**config.mk**
```make
export PLATFORM = sky130hd
export DESIGN_NAME = stereo_nearest_feature_matcher_flat
export DESIGN_NICKNAME = d
export VERILOG_FILES = /design/src/rtl/core/snfm_pkg.sv /design/src/rtl/core/snfm_if.sv /design/src/rtl/core/snfm_ram.sv /design/src/rtl/core/snfm_ctrl.sv /design/src/rtl/core/snfm_dp.sv /design/src/rtl/core/stereo_nearest_feature_matcher.sv /design/src/flat_wrapper.sv
export VERILOG_INCLUDE_DIRS = /design/src /design/src/rtl/core
export SDC_FILE = /design/constraint.sdc
export NUM_CORES = 2
export LEC_CHECK = 0
export ABC_AREA = 0
export BUFFER_PORTS_ARGS = -buffer_cell sky130_fd_sc_hd__buf_2
export CORE_UTILIZATION = 50
export CTS_CLUSTER_DIAMETER = 30
export CTS_CLUSTER_SIZE = 30
export DETAILED_ROUTE_END_ITERATION = 10
export PLACE_DENSITY_LB_ADDON = 0.12
export SYNTH_ARGS = -nofsm -noshare
export SYNTH_HDL_FRONTEND = slang
export SYNTH_SLANG_ARGS = --single-unit
```
**constraint.sdc**
```tcl
create_clock -name i_clk -period 16.39 [get_ports i_clk]
set_input_delay 3.278 -clock i_clk [delete_from_list [all_inputs] [get_ports i_clk]]
set_output_delay 3.278 -clock i_clk [all_outputs]
set_load 0.005 [all_outputs]
```
**src/rtl/core/stereo_nearest_feature_matcher_assert.svh**
```systemverilog
// Assertion macros for the stereo matcher RTL.
// Needs nothing else; pulled in by snfm_ctrl, the module that carries checks.
`ifndef STEREO_NEAREST_FEATURE_MATCHER_ASSERT_SVH
`define STEREO_NEAREST_FEATURE_MATCHER_ASSERT_SVH

// Same-cycle implication, disabled while reset is asserted.
`define SNFM_ASSERT_NOW(lbl, clk, rst_n, ante, cons) \
    lbl: assert property (@(posedge clk) disable iff (!rst_n) (ante) |-> (cons)) \
        else $error("snfm check failed");

// Next-cycle implication, disabled while reset is asserted.
`define SNFM_ASSERT_NEXT(lbl, clk, rst_n, ante, cons) \
    lbl: assert property (@(posedge clk) disable iff (!rst_n) (ante) |=> (cons)) \
        else $error("snfm check failed");

`endif

```
**src/rtl/core/snfm_pkg.sv**
```systemverilog
`timescale 1ns / 1ps
// Shared types, constants and codes of the stereo matcher.
// Standalone; used by every file of the block but snfm_ram and the assertion header.
package snfm_pkg;

    localparam int MAX_RIGHT_POINTS_DEF = 64;
    localparam int COORD_BITS_DEF       = 12;

    localparam int ROW_TOL_W = 12;
    localparam int IDX_W     = 6;
    localparam int DIST_W    = 25;

    localparam logic [ROW_TOL_W-1:0] ROW_TOL_RESET = 12'd9;

    localparam int APB_AW = 3;
    localparam int APB_DW = 32;

    // Word index of each register (paddr above the byte bits).
    localparam logic [APB_AW-3:0] REG_ROW_TOL = '0;

    localparam logic KIND_STORE = 1'b0;
    localparam logic KIND_QUERY = 1'b1;

    typedef enum logic [1:0] {
        ST_IDLE,
        ST_SCAN,
        ST_DRAIN,
        ST_DONE
    } t_ctrl_state;

    typedef struct packed {
        logic start_query;
        logic wr_en;
        logic rd_en;
        logic load_out;
    } t_dp_cmd;

    typedef struct packed {
        logic pipe_busy;
        logic out_free;
    } t_dp_status;

endpackage

```
**src/rtl/core/snfm_if.sv**
```systemverilog
`timescale 1ns / 1ps
// Valid/ready channel interfaces: input words and result words.
// Depends on snfm_pkg for default widths.
interface snfm_in_if #(
    parameter int COORD_BITS = snfm_pkg::COORD_BITS_DEF
) ();
    logic                  valid;
    logic                  ready;
    logic                  kind;
    logic                  first_of_frame;
    logic [COORD_BITS-1:0] point_x;
    logic [COORD_BITS-1:0] point_y;

    modport source (output valid, kind, first_of_frame, point_x, point_y, input ready);
    modport sink   (input valid, kind, first_of_frame, point_x, point_y, output ready);
endinterface

interface snfm_out_if ();
    import snfm_pkg::*;
    logic              valid;
    logic              ready;
    logic              found;
    logic [IDX_W-1:0]  match_index;
    logic [DIST_W-1:0] distance_squared;

    modport source (output valid, found, match_index, distance_squared, input ready);
    modport sink   (input valid, found, match_index, distance_squared, output ready);
endinterface

```
**src/rtl/core/snfm_ram.sv**
```systemverilog
`timescale 1ns / 1ps
// Generic simple dual-port RAM, one write and one registered read port.
// No dependencies.
module snfm_ram #(
    parameter int WIDTH  = 24,
    parameter int DEPTH  = 64,
    parameter int ADDR_W = (DEPTH > 1) ? $clog2(DEPTH) : 1
) (
    input  logic              i_clk,
    input  logic              i_wr_en,
    input  logic [ADDR_W-1:0] i_wr_addr,
    input  logic [WIDTH-1:0]  i_wr_data,
    input  logic              i_rd_en,
    input  logic [ADDR_W-1:0] i_rd_addr,
    output logic [WIDTH-1:0]  o_rd_data
);
    logic [WIDTH-1:0] r_mem [DEPTH];
    logic [WIDTH-1:0] r_rd_data;

    always_ff @(posedge i_clk) begin
        if (i_wr_en) begin
            r_mem[i_wr_addr] <= i_wr_data;
        end
        if (i_rd_en) begin
            r_rd_data <= r_mem[i_rd_addr];
        end
    end

    assign o_rd_data = r_rd_data;
endmodule

```
**src/rtl/core/snfm_ctrl.sv**
```systemverilog
`timescale 1ns / 1ps
// Controller: input handshake, store fill count, scan sequencing.
// Depends on snfm_pkg, snfm_if and the assertion macro header.
`include "stereo_nearest_feature_matcher_assert.svh"
module snfm_ctrl #(
    parameter int MAX_RIGHT_POINTS = snfm_pkg::MAX_RIGHT_POINTS_DEF,
    parameter int ADDR_W = (MAX_RIGHT_POINTS > 1) ? $clog2(MAX_RIGHT_POINTS) : 1
) (
    input  logic                 i_clk,
    input  logic                 i_rst_n,
    snfm_in_if.sink              i_in,
    output snfm_pkg::t_dp_cmd    o_cmd,
    output logic [ADDR_W-1:0]    o_addr,
    input  snfm_pkg::t_dp_status i_status
);
    import snfm_pkg::*;

    localparam int CNT_W = $clog2(MAX_RIGHT_POINTS + 1);
    localparam logic [CNT_W-1:0] CNT_MAX = CNT_W'(MAX_RIGHT_POINTS);

    t_ctrl_state      r_state, n_state;
    logic [CNT_W-1:0] r_count, n_count;
    logic [CNT_W-1:0] r_scan,  n_scan;
    logic             in_fire;

    assign in_fire = i_in.valid && i_in.ready;

    always_ff @(posedge i_clk) begin
        if (!i_rst_n) begin
            r_state <= ST_IDLE;
            r_count <= '0;
            r_scan  <= '0;
        end else begin
            r_state <= n_state;
            r_count <= n_count;
            r_scan  <= n_scan;
        end
    end

    always_comb begin
        n_state    = r_state;
        n_count    = r_count;
        n_scan     = r_scan;
        o_cmd      = '0;
        o_addr     = '0;
        i_in.ready = 1'b0;
        case (r_state)
            ST_IDLE: begin
                i_in.ready = 1'b1;
                if (i_in.valid) begin
                    if (i_in.kind == KIND_STORE) begin
                        // restart the frame, or append while there is room
                        if (i_in.first_of_frame) begin
                            o_cmd.wr_en = 1'b1;
                            n_count     = CNT_W'(1);
                        end else if (r_count < CNT_MAX) begin
                            o_cmd.wr_en = 1'b1;
                            o_addr      = r_count[ADDR_W-1:0];
                            n_count     = r_count + CNT_W'(1);
                        end
                    end else begin
                        o_cmd.start_query = 1'b1;
                        n_scan            = '0;
                        n_state           = ST_SCAN;
                    end
                end
            end
            ST_SCAN: begin
                if (r_scan == r_count) begin
                    n_state = ST_DRAIN;
                end else begin
                    o_cmd.rd_en = 1'b1;
                    o_addr      = r_scan[ADDR_W-1:0];
                    n_scan      = r_scan + CNT_W'(1);
                end
            end
            ST_DRAIN: begin
                if (!i_status.pipe_busy) begin
                    n_state = ST_DONE;
                end
            end
            ST_DONE: begin
                if (i_status.out_free) begin
                    o_cmd.load_out = 1'b1;
                    n_state        = ST_IDLE;
                end
            end
            default: begin
                n_state = ST_IDLE;
            end
        endcase
    end

    `SNFM_ASSERT_NEXT(a_query_starts_scan, i_clk, i_rst_n,
        in_fire && i_in.kind == KIND_QUERY, r_state == ST_SCAN && r_scan == '0)
    `SNFM_ASSERT_NOW(a_read_inside_store, i_clk, i_rst_n,
        o_cmd.rd_en, r_scan < r_count && r_count <= CNT_MAX)
    `SNFM_ASSERT_NEXT(a_frame_restart, i_clk, i_rst_n,
        in_fire && i_in.kind == KIND_STORE && i_in.first_of_frame, r_count == CNT_W'(1))
endmodule

```
**src/rtl/core/snfm_dp.sv**
```systemverilog
`timescale 1ns / 1ps
// Datapath: point store RAM, distance pipeline, best-match tracker, result register.
// Depends on snfm_pkg, snfm_if and snfm_ram.
module snfm_dp #(
    parameter int MAX_RIGHT_POINTS = snfm_pkg::MAX_RIGHT_POINTS_DEF,
    parameter int COORD_BITS       = snfm_pkg::COORD_BITS_DEF,
    parameter int ADDR_W = (MAX_RIGHT_POINTS > 1) ? $clog2(MAX_RIGHT_POINTS) : 1
) (
    input  logic                              i_clk,
    input  logic                              i_rst_n,
    input  snfm_pkg::t_dp_cmd                 i_cmd,
    input  logic [ADDR_W-1:0]                 i_addr,
    input  logic [COORD_BITS-1:0]             i_point_x,
    input  logic [COORD_BITS-1:0]             i_point_y,
    input  logic [snfm_pkg::ROW_TOL_W-1:0]    i_row_tol,
    output snfm_pkg::t_dp_status              o_status,
    snfm_out_if.source                        o_out
);
    import snfm_pkg::*;

    localparam int SQ_W  = 2 * COORD_BITS;
    localparam int SUM_W = 2 * COORD_BITS + 1;
    localparam int CMP_W = (COORD_BITS > ROW_TOL_W) ? COORD_BITS : ROW_TOL_W;

    logic [COORD_BITS-1:0] r_qx, r_qy;
    logic [SQ_W-1:0]       rd_data;
    logic [COORD_BITS-1:0] sx, sy, dx, dy;
    logic                  row_ok;

    logic                  r_v0, r_v1, r_v2;
    logic [ADDR_W-1:0]     r_idx0, r_idx1, r_idx2;
    logic [COORD_BITS-1:0] r_dx1, r_dy1;
    logic [SQ_W-1:0]       r_sqx2, r_sqy2;

    logic [SUM_W-1:0]      sum_sq;
    logic                  better;
    logic                  r_found;
    logic [ADDR_W-1:0]     r_best_idx;
    logic [SUM_W-1:0]      r_best_dist;

    logic                  r_out_valid;
    logic                  r_out_found;
    logic [IDX_W-1:0]      r_out_idx;
    logic [DIST_W-1:0]     r_out_dist;

    snfm_ram #(
        .WIDTH (SQ_W),
        .DEPTH (MAX_RIGHT_POINTS),
        .ADDR_W(ADDR_W)
    ) u_store (
        .i_clk    (i_clk),
        .i_wr_en  (i_cmd.wr_en),
        .i_wr_addr(i_addr),
        .i_wr_data({i_point_y, i_point_x}),
        .i_rd_en  (i_cmd.rd_en),
        .i_rd_addr(i_addr),
        .o_rd_data(rd_data)
    );

    // stage 1: absolute differences and row window
    assign sx     = rd_data[COORD_BITS-1:0];
    assign sy     = rd_data[SQ_W-1:COORD_BITS];
    assign dx     = (r_qx >= sx) ? r_qx - sx : sx - r_qx;
    assign dy     = (r_qy >= sy) ? r_qy - sy : sy - r_qy;
    assign row_ok = CMP_W'(dy) <= CMP_W'(i_row_tol);

    // stage 3: sum and keep the first smallest
    assign sum_sq = SUM_W'(r_sqx2) + SUM_W'(r_sqy2);
    assign better = !r_found || (sum_sq < r_best_dist);

    always_ff @(posedge i_clk) begin
        if (!i_rst_n) begin
            r_v0        <= 1'b0;
            r_v1        <= 1'b0;
            r_v2        <= 1'b0;
            r_found     <= 1'b0;
            r_out_valid <= 1'b0;
        end else begin
            r_v0 <= i_cmd.rd_en;
            r_v1 <= r_v0 && row_ok;
            r_v2 <= r_v1;
            if (i_cmd.start_query) begin
                r_found <= 1'b0;
            end else if (r_v2 && better) begin
                r_found <= 1'b1;
            end
            if (i_cmd.load_out) begin
                r_out_valid <= 1'b1;
            end else if (o_out.ready) begin
                r_out_valid <= 1'b0;
            end
        end
    end

    always_ff @(posedge i_clk) begin
        if (i_cmd.start_query) begin
            r_qx <= i_point_x;
            r_qy <= i_point_y;
        end
        r_idx0 <= i_addr;
        r_idx1 <= r_idx0;
        r_dx1  <= dx;
        r_dy1  <= dy;
        r_idx2 <= r_idx1;
        r_sqx2 <= SQ_W'(r_dx1) * SQ_W'(r_dx1);
        r_sqy2 <= SQ_W'(r_dy1) * SQ_W'(r_dy1);
        if (r_v2 && better) begin
            r_best_idx  <= r_idx2;
            r_best_dist <= sum_sq;
        end
        if (i_cmd.load_out) begin
            r_out_found <= r_found;
            r_out_idx   <= r_found ? IDX_W'(r_best_idx) : '0;
            r_out_dist  <= r_found ? DIST_W'(r_best_dist) : '0;
        end
    end

    assign o_status.pipe_busy = r_v0 || r_v1 || r_v2;
    assign o_status.out_free  = !r_out_valid || o_out.ready;

    assign o_out.valid            = r_out_valid;
    assign o_out.found            = r_out_found;
    assign o_out.match_index      = r_out_idx;
    assign o_out.distance_squared = r_out_dist;
endmodule

```
**src/rtl/core/stereo_nearest_feature_matcher.sv**
```systemverilog
`timescale 1ns / 1ps
// Stereo nearest-feature matcher. Input words on i_in (valid/ready), result
// words on o_out (valid/ready), row tolerance register on an APB-style port.
// A store word (kind 0) appends a right-image point to the on-chip store
// as it is accepted; first_of_frame empties the store first. Stores past
// capacity are dropped. No result word is produced for a store.
// A query word (kind 1) scans the stored points one per cycle through a
// single RAM read port, skips points whose row difference exceeds
// row_tolerance and returns found, index and squared distance of the
// nearest one (earliest index on a tie). After acceptance the controller
// steps through scan, drain and done before loading the result register;
// the drain ends early when the last points fall outside the row window.
// The RAM read port sets the one-point-per-cycle pace. i_in accepts only
// while the controller is idle, so no word is taken until a query is loaded.
// The result register holds its word until taken; the next query may start
// while it waits and only stalls at its end if o_out is still held.
// Reset (synchronous, active low) empties the store, sets row_tolerance to 9
// and clears any pending result. Store contents need no clearing pass.
// Depends on snfm_pkg, snfm_if, snfm_ctrl, snfm_dp, snfm_ram.
module stereo_nearest_feature_matcher #(
    parameter int MAX_RIGHT_POINTS = snfm_pkg::MAX_RIGHT_POINTS_DEF,
    parameter int COORD_BITS       = snfm_pkg::COORD_BITS_DEF
) (
    input  logic                          i_clk,
    input  logic                          i_rst_n,
    snfm_in_if.sink                       i_in,
    snfm_out_if.source                    o_out,
    input  logic                          psel,
    input  logic                          penable,
    input  logic                          pwrite,
    input  logic [snfm_pkg::APB_AW-1:0]   paddr,
    input  logic [snfm_pkg::APB_DW-1:0]   pwdata,
    output logic [snfm_pkg::APB_DW-1:0]   prdata,
    output logic                          pready
);
    import snfm_pkg::*;

    localparam int ADDR_W = (MAX_RIGHT_POINTS > 1) ? $clog2(MAX_RIGHT_POINTS) : 1;

    logic [ROW_TOL_W-1:0] r_row_tol;
    logic                 cfg_wr;
    logic                 sel_row_tol;
    t_dp_cmd              cmd;
    t_dp_status           status;
    logic [ADDR_W-1:0]    addr;

    // Register decode: word index sits above the two byte-offset bits.
    assign sel_row_tol = (paddr[APB_AW-1:2] == REG_ROW_TOL);
    assign cfg_wr      = psel && penable && pwrite && pready && sel_row_tol;
    assign pready      = 1'b1;
    assign prdata      = sel_row_tol ? APB_DW'(r_row_tol) : '0;

    always_ff @(posedge i_clk) begin
        if (!i_rst_n) begin
            r_row_tol <= ROW_TOL_RESET;
        end else if (cfg_wr) begin
            r_row_tol <= pwdata[ROW_TOL_W-1:0];
        end
    end

    // Controller owns the handshake, fill count and scan address.
    snfm_ctrl #(
        .MAX_RIGHT_POINTS(MAX_RIGHT_POINTS),
        .ADDR_W          (ADDR_W)
    ) u_ctrl (
        .i_clk   (i_clk),
        .i_rst_n (i_rst_n),
        .i_in    (i_in),
        .o_cmd   (cmd),
        .o_addr  (addr),
        .i_status(status)
    );

    // Datapath holds the store, the distance pipeline and the result word.
    snfm_dp #(
        .MAX_RIGHT_POINTS(MAX_RIGHT_POINTS),
        .COORD_BITS      (COORD_BITS),
        .ADDR_W          (ADDR_W)
    ) u_dp (
        .i_clk    (i_clk),
        .i_rst_n  (i_rst_n),
        .i_cmd    (cmd),
        .i_addr   (addr),
        .i_point_x(i_in.point_x),
        .i_point_y(i_in.point_y),
        .i_row_tol(r_row_tol),
        .o_status (status),
        .o_out    (o_out)
    );
endmodule

```
**src/flat_wrapper.sv**
```systemverilog
// flat-port wrapper written by rule: the top's interface ports become plain ports
module stereo_nearest_feature_matcher_flat import snfm_pkg::*;
#(
    parameter int MAX_RIGHT_POINTS = snfm_pkg::MAX_RIGHT_POINTS_DEF,
    parameter int COORD_BITS       = snfm_pkg::COORD_BITS_DEF
)
  (i_clk, i_rst_n, psel, penable, pwrite, paddr, pwdata, prdata, pready, i_in_valid, i_in_kind, i_in_first_of_frame, i_in_point_x, i_in_point_y, i_in_ready, o_out_valid, o_out_found, o_out_match_index, o_out_distance_squared, o_out_ready);
  snfm_in_if #(.COORD_BITS(COORD_BITS)) i_in_i ();
  snfm_out_if o_out_i ();
  input  logic i_clk;
  input  logic i_rst_n;
  input  logic psel;
  input  logic penable;
  input  logic pwrite;
  input  logic [snfm_pkg::APB_AW-1:0] paddr;
  input  logic [snfm_pkg::APB_DW-1:0] pwdata;
  output logic [snfm_pkg::APB_DW-1:0] prdata;
  output logic pready;
  input wire logic [$bits(i_in_i.valid)-1:0] i_in_valid;
  input wire logic [$bits(i_in_i.kind)-1:0] i_in_kind;
  input wire logic [$bits(i_in_i.first_of_frame)-1:0] i_in_first_of_frame;
  input wire logic [$bits(i_in_i.point_x)-1:0] i_in_point_x;
  input wire logic [$bits(i_in_i.point_y)-1:0] i_in_point_y;
  output wire logic [$bits(i_in_i.ready)-1:0] i_in_ready;
  output wire logic [$bits(o_out_i.valid)-1:0] o_out_valid;
  output wire logic [$bits(o_out_i.found)-1:0] o_out_found;
  output wire logic [$bits(o_out_i.match_index)-1:0] o_out_match_index;
  output wire logic [$bits(o_out_i.distance_squared)-1:0] o_out_distance_squared;
  input wire logic [$bits(o_out_i.ready)-1:0] o_out_ready;
  assign i_in_i.valid = i_in_valid;
  assign i_in_i.kind = i_in_kind;
  assign i_in_i.first_of_frame = i_in_first_of_frame;
  assign i_in_i.point_x = i_in_point_x;
  assign i_in_i.point_y = i_in_point_y;
  assign i_in_ready = i_in_i.ready;
  assign o_out_valid = o_out_i.valid;
  assign o_out_found = o_out_i.found;
  assign o_out_match_index = o_out_i.match_index;
  assign o_out_distance_squared = o_out_i.distance_squared;
  assign o_out_i.ready = o_out_ready;
  stereo_nearest_feature_matcher #(.MAX_RIGHT_POINTS(MAX_RIGHT_POINTS), .COORD_BITS(COORD_BITS)) u_core (.i_clk(i_clk), .i_rst_n(i_rst_n), .i_in(i_in_i), .o_out(o_out_i), .psel(psel), .penable(penable), .pwrite(pwrite), .paddr(paddr), .pwdata(pwdata), .prdata(prdata), .pready(pready));
endmodule
```
==> impl_metrics.ini <==
[detailed_routing]
wirelength_um = 213000
first_pass_iters = 5
drtIter0Drc = 4371
avgRoutedWirePerCell_um = 27.0
drc = 0
via_count = 46500
ant_nets = 0
vias_per_cell = 5.89

[clocking]
cts-resized-gates = 0
cts_buffers = 374
path_clk_slew_ps = 50
cts_root_buf = clkbuf_16
clk_latency_ps = 930
clock-sinks = 1768
htreeDepth = 5
postCtsSetupBuffers = 0
cts_buffer_depth = 4
cts_tree = yes
cts_hold_buf = 0

[sta]
relSlewSlack_pct = 6.75
setup-tns-final_ps = 0
min_period_ps = 8090
final-setup-viol-count = 0
skew_ps = 106
worstMarginPinSlew_ps = 1360
timing.hold.ws_ps = 289
finalMaxSlewViolations = 0
clock.fmax_mhz = 124
hold_violations = 0
period_share_pct = 49.4
rsz0062_at_grt = no

[floorplan]
io_pins = 135
die_h_um = 394
initial_core_util_pct = 50.4
num_rows = 143
dieArea_um2 = 155000
die_x_um = 394
core-area_um2 = 152000

[yosys]
synth-adder-area-share_pct = 7.86
netlist_area_um2 = 76800
ys_top_cells_by_count = edfxtp_1 (1,647), inv_1 (359), nand2_1 (323)
synth_xor_xnor_area_share_pct = 1.11
yosysMostFrequentCell = edfxtp_1
synth_edf_count = 1647
synthSimpleGateAreaFrac_pct = 5.63
synth_top_family_by_area = compound AO/OA/AOI/OAI gates
synth_top_area_share_pct = 64.4
synthCells = 5221
yosysSeqAreaShare_pct = 67.6
postSynthAreaPerCell_um2 = 14.7
synthDistinctLibCells = 79
synthFlopType = edfxtp_1
async_flop_share_pct = 0
synth.area.top_cells = edfxtp_1 (64%), fa_1 (4.2%), ha_1 (3.7%)
yosys_register_bits = 1768
yosysTopAreaCell = edfxtp_1
synth_compound_area_share_pct = 10.4
synthMuxAreaShare_pct = 3.86
synth_warnings = 0

[critical_path]
critical_path_class = primary input to flip-flop
cp-start-kind = primary input
max_stage_delay_ps = 1220
r2r-start = u_core.u_dp.r_dx1[6]
crit_path_end_kind = flip-flop
cp_num_buf_inv = 4
crit_family = buffers and inverters
rr_worst_depth = 21
r2r_slack_ps = 10080
arrival_ps = 8680
crit_path_max_fanout = 102
required_ps = 16980
cpMaxStageDelayCell = a2111oi_0
regToRegEndpoint = u_core.u_dp.r_sqx2[23]
worstPathCellList = buf_2, nand3b_1, or3_1, nor2_1, nor2_4, inv_8, buf_12, buf_4, mux2i_1, o22a_1, a31oi_1, a2111oi_0, nand4_1

[finish]
drive_above_1_share_pct = 16.0
finish.utilization_pct = 60.6
layout.nets = 6018
area_delta_synth_final_pct = 20.1
stdcell_count = 7887

[grt]
grt_max_degree = 104
grt.busiest_layer = met2
antenna_found_initial = 10
track_usage_pct = 27.2
grt_pass1_wl_um = 308000
met3_usage_pct = 5.45
grt_overflow_total = 0
met1_usage_pct = 35.0
met2_usage_pct = 44.4
grt_pass1_vias = 46400

[place]
place_congestion = 0.896
port-buffer-count = 91
dp_hpwl_um = 125000
numPlacedInstances = 7218

[hold_path]
hold_end = u_core.u_dp.r_idx2[4]
worstHoldPathCells = 0
hold_start = u_core.u_dp.r_idx1[4]
hp-class = flip-flop to flip-flop

[flow_run]
maxCapViolations = 0

[status]
status = completed
## layout make-up
class / instances / area [um^2]
Fill cell: 11500 / 60000
Clock buffer: 420 / 9690
Tap cell: 2030 / 2540
Antenna cell: 3 / 7.51
Timing Repair Buffer: 240 / 1650
Clock inverter: 246 / 2640
Inverter: 363 / 1380
Multi-Input combinational cell: 2817 / 22500
Sequential cell: 1768 / 51900
## worst reg2reg max path: cells and delay by family (launching register included)
| family | cells | cell delay, ps |
|---|---|---|
| buffers and inverters | 5 | 320 |
| and+or+nand+nor | 2 | 280 |
| adders and majority gates | 6 | 2740 |
| xor gates and xnor gates | 1 | 230 |
| DFF | 1 | 680 |
| AOI/OAI and AO/OA | 7 | 2020 |
## flip-flops by register name, indices dropped and copies added, names as in the netlist, 23 cells and up
| signal | count |
|---|---|
| u_core.u_dp.r_best_dist | 25 |
| u_core.u_dp.o_out.distance_squared | 25 |
| u_core.u_dp.u_store.o_rd_data | 24 |
| u_core.u_dp.u_store.r_mem | 1536 |
| u_core.u_dp.r_sqy2 | 23 |
| u_core.u_dp.r_sqx2 | 23 |
## logic make-up (layout without fill, tap and decap cells)
kind of cell / after synthesis / count (layout)
flops: 1768 / 1768
compound gates: 1114 / 1114
simple gates: 908 / 908
buf+inv: 655 / 1269
fa+ha+maj: 386 / 386
mux: 293 / 293
xor+xnor: 95 / 95
other cells: 2 / 24
## metrics by stage
step / setup WS (ps) / cell area (um^2)
global route: 8100 / 92200
detailed placement: 7420 / 79900
CTS: 8370 / 92200
global placement: 7500 / 79900
floorplan: 9460 / 76900
finish: 8300 / 92300
## per-layer routing
metal	share of wire, %	vias up
met5	0.024	-
met1	40	23600
li1	-	20500
met2	48	1979
met3	7.8	421
met4	4.6	8
## cells in the final DEF, fill, tap and decap left out, drive strengths merged, types with 179 or more instances in the layout
master,instances
a21oi,179
a22oi,302
buf,240
clkbuf,420
edfxtp,1647
ha,225
inv,377
mux2i,270
nand2,323
nor2,196
## worst max path at each step
| stage | from | to | slack, ps | cells past startpoint |
|---|---|---|---|---|
| floorplan | i_in_kind | u_core.u_dp.u_store.r_mem[15][0] | 9460 | 12 |
| finish | i_in_kind | u_core.u_dp.u_store.o_rd_data[5] | 8300 | 13 |
| global route | i_in_kind | u_core.u_dp.u_store.o_rd_data[5] | 8100 | 13 |
| global placement | i_in_kind | u_core.u_dp.u_store.o_rd_data[5] | 7500 | 13 |
| CTS | i_in_kind | u_core.u_dp.u_store.o_rd_data[5] | 8370 | 13 |
| detailed placement | i_in_kind | u_core.u_dp.u_store.o_rd_data[5] | 7420 | 13 |
Power is left out: the tool's default activity adds up to more than one toggle a clock period on the data nets, which glitch-free logic cannot reach.
